==> src/ssp_pkg.sv <==
// Shared types and constants for the spindle speed PWM controller.
`timescale 1ns / 1ps

package ssp_pkg;

	localparam int RPM_W      = 16;
	localparam int CFG_W      = 16;
	localparam int CFG_ADDR_W = 3;
	localparam int PROD_W     = 2 * RPM_W;
	localparam int DIV_CNT_W  = $clog2(PROD_W + 1);

	localparam logic [1:0] MODE_OFF = 2'd0;
	localparam logic [1:0] MODE_CW  = 2'd1;

	localparam logic [RPM_W-1:0] RST_RPM_MIN       = 16'd0;
	localparam logic [RPM_W-1:0] RST_RPM_MAX       = 16'd1000;
	localparam logic             RST_LASER_MODE    = 1'b0;
	localparam logic             RST_INVERT_ENABLE = 1'b0;
	localparam logic [RPM_W-1:0] RST_PWM_TOP       = 16'hFFFF;
	localparam logic [RPM_W-1:0] RST_PWM_OFF_LEVEL = 16'd0;
	localparam logic [RPM_W-1:0] RST_PWM_MIN_LEVEL = 16'd1;

	typedef enum logic [CFG_ADDR_W-1:0] {
		REG_RPM_MIN       = 3'd0,
		REG_RPM_MAX       = 3'd1,
		REG_LASER_MODE    = 3'd2,
		REG_INVERT_ENABLE = 3'd3,
		REG_PWM_TOP       = 3'd4,
		REG_PWM_OFF_LEVEL = 3'd5,
		REG_PWM_MIN_LEVEL = 3'd6
	} cfg_reg_t;

	typedef struct packed {
		logic [RPM_W-1:0] rpm_min;
		logic [RPM_W-1:0] rpm_max;
		logic             laser_mode;
		logic             invert_enable;
		logic [RPM_W-1:0] pwm_top;
		logic [RPM_W-1:0] pwm_off_level;
		logic [RPM_W-1:0] pwm_min_level;
	} ssp_cfg_t;

	typedef struct packed {
		logic             done;
		logic [RPM_W-1:0] quotient;
	} div_result_t;

	typedef enum logic [2:0] {
		ST_IDLE,
		ST_EVAL,
		ST_MUL,
		ST_LOAD,
		ST_DIV,
		ST_OUT
	} ssp_state_t;

endpackage

==> src/ssp_cfg_regs.sv <==
// Configuration register file with write decode.
`timescale 1ns / 1ps

module ssp_cfg_regs import ssp_pkg::*; (
	input  logic                  clk,
	input  logic                  arst_n,
	input  logic                  cfg_we,
	input  logic [CFG_ADDR_W-1:0] cfg_addr,
	input  logic [CFG_W-1:0]      cfg_wdata,
	output ssp_cfg_t              cfg
);

	ssp_cfg_t cfg_q;

	always_ff @(posedge clk or negedge arst_n) begin
		if (!arst_n) begin
			cfg_q.rpm_min       <= RST_RPM_MIN;
			cfg_q.rpm_max       <= RST_RPM_MAX;
			cfg_q.laser_mode    <= RST_LASER_MODE;
			cfg_q.invert_enable <= RST_INVERT_ENABLE;
			cfg_q.pwm_top       <= RST_PWM_TOP;
			cfg_q.pwm_off_level <= RST_PWM_OFF_LEVEL;
			cfg_q.pwm_min_level <= RST_PWM_MIN_LEVEL;
		end else if (cfg_we) begin
			unique case (cfg_addr)
				REG_RPM_MIN:       cfg_q.rpm_min       <= cfg_wdata[RPM_W-1:0];
				REG_RPM_MAX:       cfg_q.rpm_max       <= cfg_wdata[RPM_W-1:0];
				REG_LASER_MODE:    cfg_q.laser_mode    <= cfg_wdata[0];
				REG_INVERT_ENABLE: cfg_q.invert_enable <= cfg_wdata[0];
				REG_PWM_TOP:       cfg_q.pwm_top       <= cfg_wdata[RPM_W-1:0];
				REG_PWM_OFF_LEVEL: cfg_q.pwm_off_level <= cfg_wdata[RPM_W-1:0];
				REG_PWM_MIN_LEVEL: cfg_q.pwm_min_level <= cfg_wdata[RPM_W-1:0];
				default: ;
			endcase
		end
	end

	assign cfg = cfg_q;

endmodule

==> src/ssp_divider.sv <==
// Bit-serial restoring divider, one quotient bit per cycle.
`timescale 1ns / 1ps

module ssp_divider import ssp_pkg::*; (
	input  logic              clk,
	input  logic              arst_n,
	input  logic              start,
	input  logic [PROD_W-1:0] dividend,
	input  logic [RPM_W-1:0]  divisor,
	output div_result_t       res
);

	// Only the low RPM_W quotient bits are kept. When the upper dividend half is below
	// the divisor the upper quotient bits are zero, so skip the first RPM_W steps.
	logic [RPM_W-1:0]     rem_q;
	logic [PROD_W-1:0]    quo_q;
	logic [RPM_W-1:0]     den_q;
	logic [DIV_CNT_W-1:0] cnt_q;
	logic                 done_q;

	logic [RPM_W:0] shifted;
	logic [RPM_W:0] trial;
	logic           fits;
	logic           short_div;

	always_comb begin
		short_div = (dividend[PROD_W-1:RPM_W] < divisor);
		shifted   = {rem_q, quo_q[PROD_W-1]};
		trial     = shifted - {1'b0, den_q};
		fits      = (shifted >= {1'b0, den_q});
	end

	always_ff @(posedge clk or negedge arst_n) begin
		if (!arst_n) begin
			cnt_q  <= '0;
			done_q <= 1'b0;
		end else begin
			done_q <= 1'b0;
			if (start) begin
				cnt_q <= short_div ? DIV_CNT_W'(RPM_W) : DIV_CNT_W'(PROD_W);
			end else if (cnt_q != '0) begin
				cnt_q <= cnt_q - DIV_CNT_W'(1);
				if (cnt_q == DIV_CNT_W'(1)) begin
					done_q <= 1'b1;
				end
			end
		end
	end

	always_ff @(posedge clk) begin
		if (start) begin
			den_q <= divisor;
			if (short_div) begin
				rem_q <= dividend[PROD_W-1:RPM_W];
				quo_q <= {dividend[RPM_W-1:0], {RPM_W{1'b0}}};
			end else begin
				rem_q <= '0;
				quo_q <= dividend;
			end
		end else if (cnt_q != '0) begin
			rem_q <= fits ? trial[RPM_W-1:0] : shifted[RPM_W-1:0];
			quo_q <= {quo_q[PROD_W-2:0], fits};
		end
	end

	assign res.done     = done_q;
	assign res.quotient = quo_q[RPM_W-1:0];

endmodule

==> src/spindle_speed_pwm_controller.sv <==
// Top level: command sequencer, spindle state and result register.
//
//  channel   | handshake                 | payload
//  ----------+---------------------------+-------------------------------------------
//  command   | in_valid / in_ready       | spin_mode, rpm_request, abort_active
//  result    | out_valid / out_ready     | pwm_level, pwm_on, enable_pin,
//            |                           | direction_pin, reported_speed, report_now
//  config    | cfg_we (no wait)          | cfg_addr, cfg_wdata
//
// Off, abort and fixed speed cases pass through idle, evaluate and output.
// A speed in the linear range goes through idle, evaluate, multiply, divider load,
// 16 divide steps plus a done cycle, output; the divider sets the rate.
// A request above rpm_max wraps the product; 32 divide steps if its top half >= divisor.
// A command is taken only in the idle state; a result waiting on out_ready holds in the
// output register and stalls the block only if the next result is ready before it drains.
// Reset puts the spindle off with the level at full scale.
`timescale 1ns / 1ps

module spindle_speed_pwm_controller import ssp_pkg::*; #(
	parameter int LEVEL_BITS = 16
) (
	input  logic                  clk,
	input  logic                  arst_n,
	input  logic                  in_valid,
	output logic                  in_ready,
	input  logic [1:0]            spin_mode,
	input  logic [RPM_W-1:0]      rpm_request,
	input  logic                  abort_active,
	output logic                  out_valid,
	input  logic                  out_ready,
	output logic [RPM_W-1:0]      pwm_level,
	output logic                  pwm_on,
	output logic                  enable_pin,
	output logic                  direction_pin,
	output logic [RPM_W-1:0]      reported_speed,
	output logic                  report_now,
	input  logic                  cfg_we,
	input  logic [CFG_ADDR_W-1:0] cfg_addr,
	input  logic [CFG_W-1:0]      cfg_wdata
);

	ssp_cfg_t    cfg;
	div_result_t div_res;

	ssp_state_t state_q, state_d;
	logic       div_start;
	logic       out_load;
	logic       in_accept;

	// Latched command
	logic [1:0]       mode_q;
	logic [RPM_W-1:0] rpm_q;
	logic             abort_q;

	// Spindle state
	logic [LEVEL_BITS-1:0] level_q;
	logic                  pwm_en_q;
	logic                  enable_q;
	logic                  dir_q;
	logic [RPM_W-1:0]      speed_q;

	// Result register
	logic                  out_valid_q;
	logic [LEVEL_BITS-1:0] out_level_q;
	logic                  out_pwm_on_q;
	logic                  out_enable_q;
	logic                  out_dir_q;
	logic [RPM_W-1:0]      out_speed_q;
	logic                  out_report_q;

	logic [PROD_W-1:0]     prod_q;

	logic                  ccw_in;
	logic                  ccw_q;
	logic                  linear;
	logic [LEVEL_BITS-1:0] top_l, off_l, min_l, quo_l;
	logic [LEVEL_BITS-1:0] lvl_sel;
	logic [RPM_W-1:0]      spd_sel;
	logic [LEVEL_BITS-1:0] lvl_new;
	logic [PROD_W-1:0]     span;
	logic [PROD_W-1:0]     prod_c;

	ssp_cfg_regs u_cfg (
		.clk       (clk),
		.arst_n    (arst_n),
		.cfg_we    (cfg_we),
		.cfg_addr  (cfg_addr),
		.cfg_wdata (cfg_wdata),
		.cfg       (cfg)
	);

	ssp_divider u_div (
		.clk      (clk),
		.arst_n   (arst_n),
		.start    (div_start),
		.dividend (prod_q),
		.divisor  (cfg.rpm_max - cfg.rpm_min),
		.res      (div_res)
	);

	assign in_accept = in_valid && in_ready;
	assign ccw_in    = (spin_mode != MODE_CW);
	assign ccw_q     = (mode_q != MODE_CW);

	always_comb begin
		top_l = cfg.pwm_top[LEVEL_BITS-1:0];
		off_l = cfg.pwm_off_level[LEVEL_BITS-1:0];
		min_l = cfg.pwm_min_level[LEVEL_BITS-1:0];
		quo_l = div_res.quotient[LEVEL_BITS-1:0];

		linear = (rpm_q != cfg.rpm_max) && (cfg.rpm_min < cfg.rpm_max)
			&& (rpm_q > cfg.rpm_min);

		// Fixed cases, priority as listed; the last arm is a request at or below minimum.
		if (rpm_q == cfg.rpm_max) begin
			lvl_sel = LEVEL_BITS'(1);
			spd_sel = cfg.rpm_max;
		end else if (cfg.rpm_min >= cfg.rpm_max) begin
			lvl_sel = top_l;
			spd_sel = cfg.rpm_max;
		end else if (rpm_q == '0) begin
			lvl_sel = off_l;
			spd_sel = '0;
		end else begin
			lvl_sel = min_l;
			spd_sel = cfg.rpm_min;
		end

		lvl_new = (state_q == ST_DIV) ? quo_l : lvl_sel;
		// A request above rpm_max wraps the span and the product at 32 bits.
		span    = {{(PROD_W-RPM_W){1'b0}}, cfg.rpm_max} - {{(PROD_W-RPM_W){1'b0}}, rpm_q};
		prod_c  = {{(PROD_W-RPM_W){1'b0}}, cfg.pwm_top} * span;
	end

	// Next state
	always_comb begin
		state_d = state_q;
		unique case (state_q)
			ST_IDLE: if (in_valid) state_d = ST_EVAL;
			ST_EVAL: begin
				if (!abort_q && (mode_q != MODE_OFF) && linear) state_d = ST_MUL;
				else state_d = ST_OUT;
			end
			ST_MUL:  state_d = ST_LOAD;
			ST_LOAD: state_d = ST_DIV;
			ST_DIV:  if (div_res.done) state_d = ST_OUT;
			ST_OUT:  if (!out_valid_q || out_ready) state_d = ST_IDLE;
			default: state_d = ST_IDLE;
		endcase
	end

	// Control outputs
	always_comb begin
		in_ready  = 1'b0;
		div_start = 1'b0;
		out_load  = 1'b0;
		unique case (state_q)
			ST_IDLE: in_ready  = 1'b1;
			ST_LOAD: div_start = 1'b1;
			ST_OUT:  out_load  = !out_valid_q || out_ready;
			default: ;
		endcase
	end

	always_ff @(posedge clk or negedge arst_n) begin
		if (!arst_n) begin
			state_q <= ST_IDLE;
		end else begin
			state_q <= state_d;
		end
	end

	always_ff @(posedge clk) begin
		if (in_accept) begin
			mode_q  <= spin_mode;
			abort_q <= abort_active;
			rpm_q   <= (cfg.laser_mode && ccw_in) ? '0 : rpm_request;
		end
		if (state_q == ST_MUL) begin
			prod_q <= prod_c;
		end
	end

	always_ff @(posedge clk or negedge arst_n) begin
		if (!arst_n) begin
			level_q  <= {LEVEL_BITS{1'b1}};
			pwm_en_q <= 1'b0;
			enable_q <= RST_INVERT_ENABLE;
			dir_q    <= 1'b0;
			speed_q  <= '0;
		end else if (state_q == ST_EVAL && !abort_q) begin
			if (mode_q == MODE_OFF) begin
				speed_q  <= '0;
				pwm_en_q <= 1'b0;
				enable_q <= cfg.invert_enable;
			end else begin
				dir_q <= ccw_q;
				if (!linear) begin
					level_q  <= lvl_new;
					pwm_en_q <= (lvl_new != off_l);
					enable_q <= !cfg.invert_enable;
					speed_q  <= spd_sel;
				end
			end
		end else if (state_q == ST_DIV && div_res.done) begin
			level_q  <= lvl_new;
			pwm_en_q <= (lvl_new != off_l);
			enable_q <= !cfg.invert_enable;
			speed_q  <= rpm_q;
		end
	end

	always_ff @(posedge clk or negedge arst_n) begin
		if (!arst_n) begin
			out_valid_q <= 1'b0;
		end else if (out_load) begin
			out_valid_q <= 1'b1;
		end else if (out_ready) begin
			out_valid_q <= 1'b0;
		end
	end

	always_ff @(posedge clk) begin
		if (out_load) begin
			out_level_q  <= level_q;
			out_pwm_on_q <= pwm_en_q;
			out_enable_q <= enable_q;
			out_dir_q    <= dir_q;
			out_speed_q  <= speed_q;
			out_report_q <= !abort_q;
		end
	end

	assign out_valid      = out_valid_q;
	assign pwm_level      = RPM_W'(out_level_q);
	assign pwm_on         = out_pwm_on_q;
	assign enable_pin     = out_enable_q;
	assign direction_pin  = out_dir_q;
	assign reported_speed = out_speed_q;
	assign report_now     = out_report_q;

endmodule

==> config.mk <==
export PLATFORM = sky130hd
export DESIGN_NAME = spindle_speed_pwm_controller
export DESIGN_NICKNAME = d
export VERILOG_FILES = /design/src/ssp_pkg.sv /design/src/ssp_cfg_regs.sv /design/src/ssp_divider.sv /design/src/spindle_speed_pwm_controller.sv
export SDC_FILE = /design/constraint.sdc
export NUM_CORES = 1
export LEC_CHECK = 0
export CAP_MARGIN = 40
export CORE_MARGIN = 2
export CORE_UTILIZATION = 45
export CTS_BUF_LIST = sky130_fd_sc_hd__clkbuf_8
export DETAILED_ROUTE_END_ITERATION = 6
export DONT_BUFFER_PORTS = 1
export GPL_ROUTABILITY_DRIVEN = 1
export PLACE_DENSITY_LB_ADDON = 0.2
export SLEW_MARGIN = 40
export SYNTH_ARGS = -nofsm -noshare
export SYNTH_HDL_FRONTEND = slang
export SYNTH_SLANG_ARGS = --single-unit
==> constraint.sdc <==
create_clock -name clk -period 9.62 [get_ports clk]
set_input_delay 0.962 -clock clk [delete_from_list [all_inputs] [get_ports clk]]
set_output_delay 0.962 -clock clk [all_outputs]
set_load 0.005 [all_outputs]
==> results of run 1 <==
## stage by stage
step / utilization (%) / std cells / cell area, µm²
4_1_cts: 48.7 / 3221 / 26000
5_1_grt: 48.7 / 3222 / 26100
6_report: 48.7 / 3222 / 26100
3_5_place_dp: 46.9 / 3134 / 25100
3_3_place_gp: 46.8 / 3130 / 25000
2_1_floorplan: - / 2506 / 24200
## path summary, 6_finish.rpt
check | from | end | slack, ns | depth (start not counted)
max in group asynchronous | arst_n | u_cfg.cfg[46]$_DFFE_PN1P_ | 9.30 | 0
setup reg to reg | rpm_q[1]$_SDFFCE_PP0P_ | prod_q[31]$_DFFE_PP_ | 1.04 | 32
hold / removal | arst_n | pwm_en_q$_DFFE_PN0P_ | 0.05 | 0
hold reg to reg | speed_q[2]$_DFFE_PN0P_ | reported_speed[2]$_DFFE_PP_ | 0.45 | 0
min in group clk | spin_mode[1] | mode_q[1]$_DFFE_PP_ | 0.44 | 0
setup / recovery | rpm_q[1]$_SDFFCE_PP0P_ | prod_q[31]$_DFFE_PP_ | 1.04 | 32
## layout make-up
class | count | share of cell area, %
inverters | 393 | 5.66
well taps | 696 | 3.34
flip-flops and latches | 279 | 29.9
repair buffers | 38 | 1.19
clock inverters | 32 | 0.735
diodes | 1 | 0.00960
multi-input cells | 1728 | 56.3
clock buffers | 55 | 2.90
## metal layers
metal / global-route usage (%) / part of all wire (%) / vias to the layer above
li1: - / - / 8279
met1: 34.0 / 42 / 9191
met2: 42.5 / 48 / 619
met3: 3.39 / 6.2 / 151
met4: 10.4 / 4.2 / 0
met5: 0 / 0 / -
## worst max-delay path: cells and delay by family, from the launching register on
family | cells | cell delay (ns)
compound gates | 13 | 2.95
xor+xnor | 1 | 0.09
fa+ha+maj | 8 | 3.47
buf+inv | 7 | 0.75
flops | 1 | 0.45
simple gates | 3 | 0.62
## cell families (layout without fill, tap and decap cells)
family / Yosys count / after routing / synth area share, %
buffers and inverters: 499 / 518 / 7.74
AND/OR/NAND/NOR: 729 / 729 / 14.7
other: 0 / 1 / 0
adder cells (fa/ha/maj): 411 / 411 / 27.8
AO/OA/AOI/OAI: 404 / 404 / 10.1
flip-flops: 279 / 279 / 32.1
XOR/XNOR: 84 / 84 / 3.04
multiplexers: 100 / 100 / 4.48
## layout by cell type (no fill, tap or decap), drive strengths merged, types with 12 or more instances in the layout
cell type and instances:
and3 16, xor2 37, inv 408, nand4 21, or3 12, dfrtp 89, nor4 17, ha 199
nor3 29, clkbuf 55, o22ai 19, nand2 273, nand3 49, edfxtp 151, a21o 18, o21a 13
mux2i 32, mux2 68, o21ai 118, fa 212, nor2b 43, dfstp 39, and2 110, clkinv 16
xnor2 47, a21oi 139, nor2 108, buf 38, nand2b 17
## flip-flops by register name (all words and copies together) (netlist names), 16 cells and up
name            count
prod_q             32
u_div.rem_q        16
speed_q            16
rpm_q              16
u_cfg.cfg          82
reported_speed     16
pwm_level          16
level_q            16
u_div.quo_q        32
u_div.den_q        16
==> Flow_metrics.wiki, run 1 <==
{| class="wikitable"
! Metric !! Value
|-
| Status || completed
|-
| Number of antenna violations at the first check in global routing || 4
|-
| Fin Setup TNS || 0 ns
|-
| Arrival time reported for the critical path endpoint || 8.94 ns
|-
| Number of placement rows || 85
|-
| Wire length per cell || ~22 µm
|-
| Global-route total usage across every layer || about a quarter
|-
| Detailed-route DRC error count || 0
|-
| Mapped Area || roughly 24,000 µm²
|-
| Insertion delay to the later sink of the worst-skew pair || 0.62 ns
|-
| Layout fillers || ~5,000
|-
| Number of synthesized flops with an enable pin || roughly 150
|-
| Critical path fanouts, max || 12
|-
| Final WS setup || approximately 1.0 ns
|-
| I/O pin count || 81
|-
| Post-synthesis cell type count || a little under 70
|-
| Gpl congestion || approximately 0.95
|-
| Flip-flop and latch area || about 8000 µm²
|-
| Area of combinational cells with multiple inputs || 14,700 µm²
|-
| Estimated wirelength of the detail-placed design || 54.0 mm
|-
| Post-Route Hold Slack || 0.0502 ns
|-
| Dominant cell by count in the synthesized netlist || inv_1
|-
| CTS tree || yes
|-
| Post-Syn Instances || 2,506
|-
| Synth top area cells || edfxtp_1 19%, fa_1 18%, ha_1 10%
|-
| Cts bufs inserted || 47
|-
| Primary flip-flop cell chosen by synthesis mapping || edfxtp_1
|-
| WL final || roughly 71 mm
|-
| Proportion of layout cells with a drive suffix above 1 || between 9 and 10%
|-
| Clock tree root driver cell || clkbuf_8
|-
| Number of global-route vias before repair || between 15,000 and 20,000
|-
| Final number of hold-violating endpoints || 0
|-
| Ratio of routed vias to standard cells || roughly 5.7
|-
| Buffers on Ports || 0
|-
| Required time of the worst setup path || between 9 and 10 ns
|-
| Commonest cells in the synthesized netlist || 392 x inv_1, 273 x nand2_1, 212 x fa_1, 199 x ha_1, 151 x edfxtp_1
|-
| Slew at the pin closest to its max-slew limit || 0.877 ns
|-
| Hold bufs inserted after CTS || 0
|-
| Average cell area after synthesis || between 9 and 10 µm²
|-
| H-tree depth || 2
|-
| Count of maximum capacitance violations || 0
|-
| Placeable core region || between 50,000 and 60,000 µm²
|-
| Syn nets || roughly 3,000
|-
| Type of the worst setup path || flop to flop
|-
| Cell occurring most often along the worst timing path || fa_1
|-
| Fraction of the yosys area taken by sequential cells || between 30% and 40%
|-
| Die Footprint || approximately 56,000 µm²
|-
| Global route overflow || 0
|-
| Largest stage delay on the critical path || ~0.55 ns
|-
| CTS sink count || about 280
|-
| Setup-failing EPs final || 0
|-
| Largest clock skew in the final design || 0.0471 ns
|-
| Worst setup slack before clock tree synthesis || between 1 and 1.5 ns
|-
| Relative slew slack || 41.1%
|-
| Cell taking the most area after synthesis || edfxtp_1
|-
| Horizontal die dimension || approximately 240 µm
|-
| Number of max-slew violations in the final report || 0
|-
| Count of nets left with antenna violations after detail routing || 0
|-
| Number of search-and-repair iterations in the first detailed-routing pass || 6
|-
| Maximum number of pins on one net before global-route repair || about 130
|-
| Post-synth top area share || a little under a fifth
|-
| Wire length of the first global-routing pass || around 110 mm
|-
| Synthesis-to-layout area growth || 7.53%
|-
| Worst path slowest cell || fa_1
|-
| Startpoint type of the worst setup path || flop
|-
| Layout Nets || just under 3,000
|-
| Cts repair resizes || 0
|-
| Worst min path class || input pin to asynchronous set/reset pin
|-
| Clock transition at the registers of the reported paths || ~0.060 ns
|-
| Die outline height || 236 µm
|-
| Number of register bits inferred by synthesis || around 280
|-
| Endpoint type of the worst setup path || flop
|-
| Via count || 18,200
|-
| Number of DRC violations after detailed-routing iteration 0 || ~1,300
|-
| RSZ-0062 raised after global routing || no
|-
| Part of the cycle the worst path needs || between 80% and 90%
|-
| Achievable clock frequency || between 100 and 150 MHz
|-
| Count of synthesis-stage warnings from yosys || 0
|-
| Async set-or-reset flop fraction in the synthesized netlist || a little under half
|-
| Clk buf depth || 3
|-
| Number of buffers inserted by post-CTS setup repair || 0
|-
| Final critical path time including I/O delays and setup || roughly 8.6 ns
|-
| Initial cell density of the core || a little under half
|}
Power of run 1 is not shown: default switching activity piles up to over one toggle a cycle in this logic, so the estimate is an artifact.
==> inputs of run 2 (changes only) <==
==> constraint.sdc (replaced) <==
create_clock -name clk -period 10.6 [get_ports clk]
set_input_delay 1.06 -clock clk [delete_from_list [all_inputs] [get_ports clk]]
set_output_delay 1.06 -clock clk [all_outputs]
set_load 0.005 [all_outputs]
==> run 2 against run 1 <==
  * Sequential share of layout area fell by 0.11 points
  * Cell area rose by 0.38%
  * Non-clock buffer count did not move
  * Critical endpoint unchanged
==> Flow_metrics.wiki, run 2 (synthesis results as in run 1) <==
{| class="wikitable"
! Metric !! Value
|-
| Final critical path time including I/O delays and setup || 8.79 ns (+0.211 ns)
|-
| Layout Nets || 2,943 (+0.068%)
|-
| Cts repair resizes || 0 (unchanged)
|-
| Buffers on Ports || 0 (unchanged)
|-
| Setup-failing EPs final || 0 (unchanged)
|-
| Core occupancy in the finished layout || 48.9% (+0.18 points)
|-
| Slew at the pin closest to its max-slew limit || 0.886 ns (+0.00801 ns)
|-
| Maximum number of pins on one net before global-route repair || 129 (unchanged)
|-
| Worst min path class || input pin to asynchronous set/reset pin
|-
| Required time of the worst setup path || 10.99 ns (+1.01 ns)
|-
| Number of DRC violations after detailed-routing iteration 0 || 1,384 (+3.0%)
|-
| Wire length per cell || 21.7 µm (-0.75%)
|-
| Estimated wirelength of the detail-placed design || 53.8 mm (-0.31%)
|-
| Type of the worst setup path || flop to flop
|-
| Detailed-route DRC error count || 0 (unchanged)
|-
| Clk buf depth || 3 (unchanged)
|-
| RSZ-0062 raised after global routing || no
|-
| Cell occurring most often along the worst timing path || fa_1
|-
| Largest clock skew in the final design || 0.0464 ns (-0.000710 ns)
|-
| Most frequent cells in the layout || 401 x inv_1, 271 x nand2_1, 212 x fa_1, 199 x ha_1, 151 x edfxtp_1
|-
| Most crowded layer after global routing || met2
|-
| Most frequent standard cell in the layout excluding fill and tap cells || inv_1
|-
| Die Footprint || 55,700 µm² (unchanged)
|-
| Count of maximum capacitance violations || 0 (unchanged)
|-
| Number of buffers inserted by post-CTS setup repair || 0 (unchanged)
|-
| Number of cells on the worst reg-to-reg path || 30 (-6.3%)
|-
| Relative slew slack || 40.9% (-0.16 points)
|-
| Layout fillers || 4,966 (-0.20%)
|-
| Flip-flop count of the largest register, all copies and words added || 82 (unchanged)
|-
| WL final || 70.2 mm (-0.56%)
|-
| Insertion delay to the later sink of the worst-skew pair || 0.65 ns (+0.03 ns)
|-
| Cts bufs inserted || 49 (+4.3%)
|-
| Largest stage delay on the critical path || 0.58 ns (+0.03 ns)
|-
| Reg-to-reg endpoint || prod_q[31]$_DFFE_PP_
|-
| Achievable clock frequency || 114 MHz (-2.4%)
|-
| Startpoint type of the worst setup path || flop
|-
| Ratio of routed vias to standard cells || 5.62 (-0.80%)
|-
| Gpl congestion || 0.920 (-2.9%)
|-
| Initial cell density of the core || 45.3% (unchanged)
|-
| Proportion of layout cells with a drive suffix above 1 || 9.96% (+0.14 points)
|-
| Endpoint type of the worst setup path || flop
|-
| H-tree depth || 2 (unchanged)
|-
| Number of antenna violations at the first check in global routing || 1 (-3)
|-
| Synthesis-to-layout area growth || 7.93%
|-
| Number of max-slew violations in the final report || 0 (unchanged)
|-
| CTS sink count || 279 (unchanged)
|-
| Final number of hold-violating endpoints || 0 (unchanged)
|-
| Clock transition at the registers of the reported paths || 0.08 ns (+0.02 ns)
|-
| Number of search-and-repair iterations in the first detailed-routing pass || 6 (unchanged)
|-
| GR Layer Usage met3 || 4.18% (+0.78 points)
|-
| Part of the cycle the worst path needs || 82.9% (-6.2 points)
|-
| Worst r2r src || rpm_q[1]$_SDFFCE_PP0P_
|-
| Arrival time reported for the critical path endpoint || 9.18 ns (+0.24 ns)
|-
| Fin Setup TNS || 0 ns (unchanged)
|-
| Global route overflow || 0 (unchanged)
|-
| Global Route met2 Usage || 42.5% (about the same)
|-
| Count of nets left with antenna violations after detail routing || 0 (unchanged)
|-
| Clock tree root driver cell || clkbuf_8
|-
| Register-to-register path setup slack || 1.81 ns (+0.77 ns)
|-
| Global-route total usage across every layer || 25.5% (-0.13 points)
|-
| Die outline height || 236 µm (unchanged)
|-
| Wire length of the first global-routing pass || 109 mm (-1.0%)
|-
| Placeable core region || 53,500 µm² (unchanged)
|-
| Hold bufs inserted after CTS || 0 (unchanged)
|-
| Number of placement rows || 85 (unchanged)
|-
| Horizontal die dimension || 236 µm (unchanged)
|-
| Via count || 18,100 (-0.62%)
|-
| Status || completed
|-
| GRT met1 Usage || 33.5% (-0.54 points)
|-
| Critical path fanouts, max || 10 (-2)
|-
| Worst path slowest cell || o31ai_2
|-
| CTS tree || yes
|-
| I/O pin count || 81 (unchanged)
|-
| Number of global-route vias before repair || 18,700 (-0.71%)
|}
==> run 2: cell types whose count changed in the layout (fill, tap and decap cells not counted), sizes merged <==
cell | previous run | this run
inv | 408 | 403
clkinv | 16 | 20
bufinv | 1 | 4
diode | 1 | 3
clkbuf | 55 | 56
clkinvlp | 0 | 1
==> run 2: final cells by class <==
class,instances,area (µm²),share of cell area [%]
clock buffer,56,771,2.95
clock inverter,35,263,1.00
timing repair buffer,38,313,1.20
sequential,279,7790,29.8
inverter,393,1480,5.64
tap,696,871,3.33
multi-input combinational,1728,14700,56.1
antenna,3,7.51,0.0287
==> run 2: worst max-delay path by stage <==
stage	from	to	slack [ns]	cells after the start
2_1_floorplan	rpm_q[1]$_SDFFCE_PP0P_	prod_q[31]$_DFFE_PP_	2.66	33
3_3_place_gp	rpm_q[1]$_SDFFCE_PP0P_	prod_q[31]$_DFFE_PP_	1.87	30
3_5_place_dp	rpm_q[1]$_SDFFCE_PP0P_	prod_q[31]$_DFFE_PP_	1.68	30
4_1_cts	rpm_q[1]$_SDFFCE_PP0P_	prod_q[31]$_DFFE_PP_	1.63	30
5_1_grt	rpm_q[1]$_SDFFCE_PP0P_	prod_q[31]$_DFFE_PP_	1.37	30
6_report	rpm_q[1]$_SDFFCE_PP0P_	prod_q[31]$_DFFE_PP_	1.81	30
==> run 2: layer usage <==
| layer | vias up | share of wire [%] |
|---|---|---|
| li1 | 8304 | - |
| met5 | - | 0 |
| met2 | 593 | 49 |
| met4 | 0 | 3.5 |
| met3 | 137 | 6.2 |
| met1 | 9093 | 42 |
==> run 2: worst max-delay path, delay by kind of cell (launching register included) <==
family          cells  cell delay, ns
flops               1            0.45
simple gates        4            0.95
xor+xnor            1            0.13
fa+ha+maj           8            3.44
compound gates     12            3.21
buf+inv             5            0.29
==> run 2: metrics by stage <==
step	hold slack, ns	worst slack (ns)	cell area (µm²)	cells
after detailed placement	0.436	1.68	25100	3134
after global placement	0.433	1.87	25000	3128
final	0.111	1.81	26200	3228
after floorplan	0.421	2.66	24200	2506
after CTS	0.0585	1.63	26100	3225
after global routing	0.0783	1.37	26200	3226
Power of run 2 is left out for the same reason.
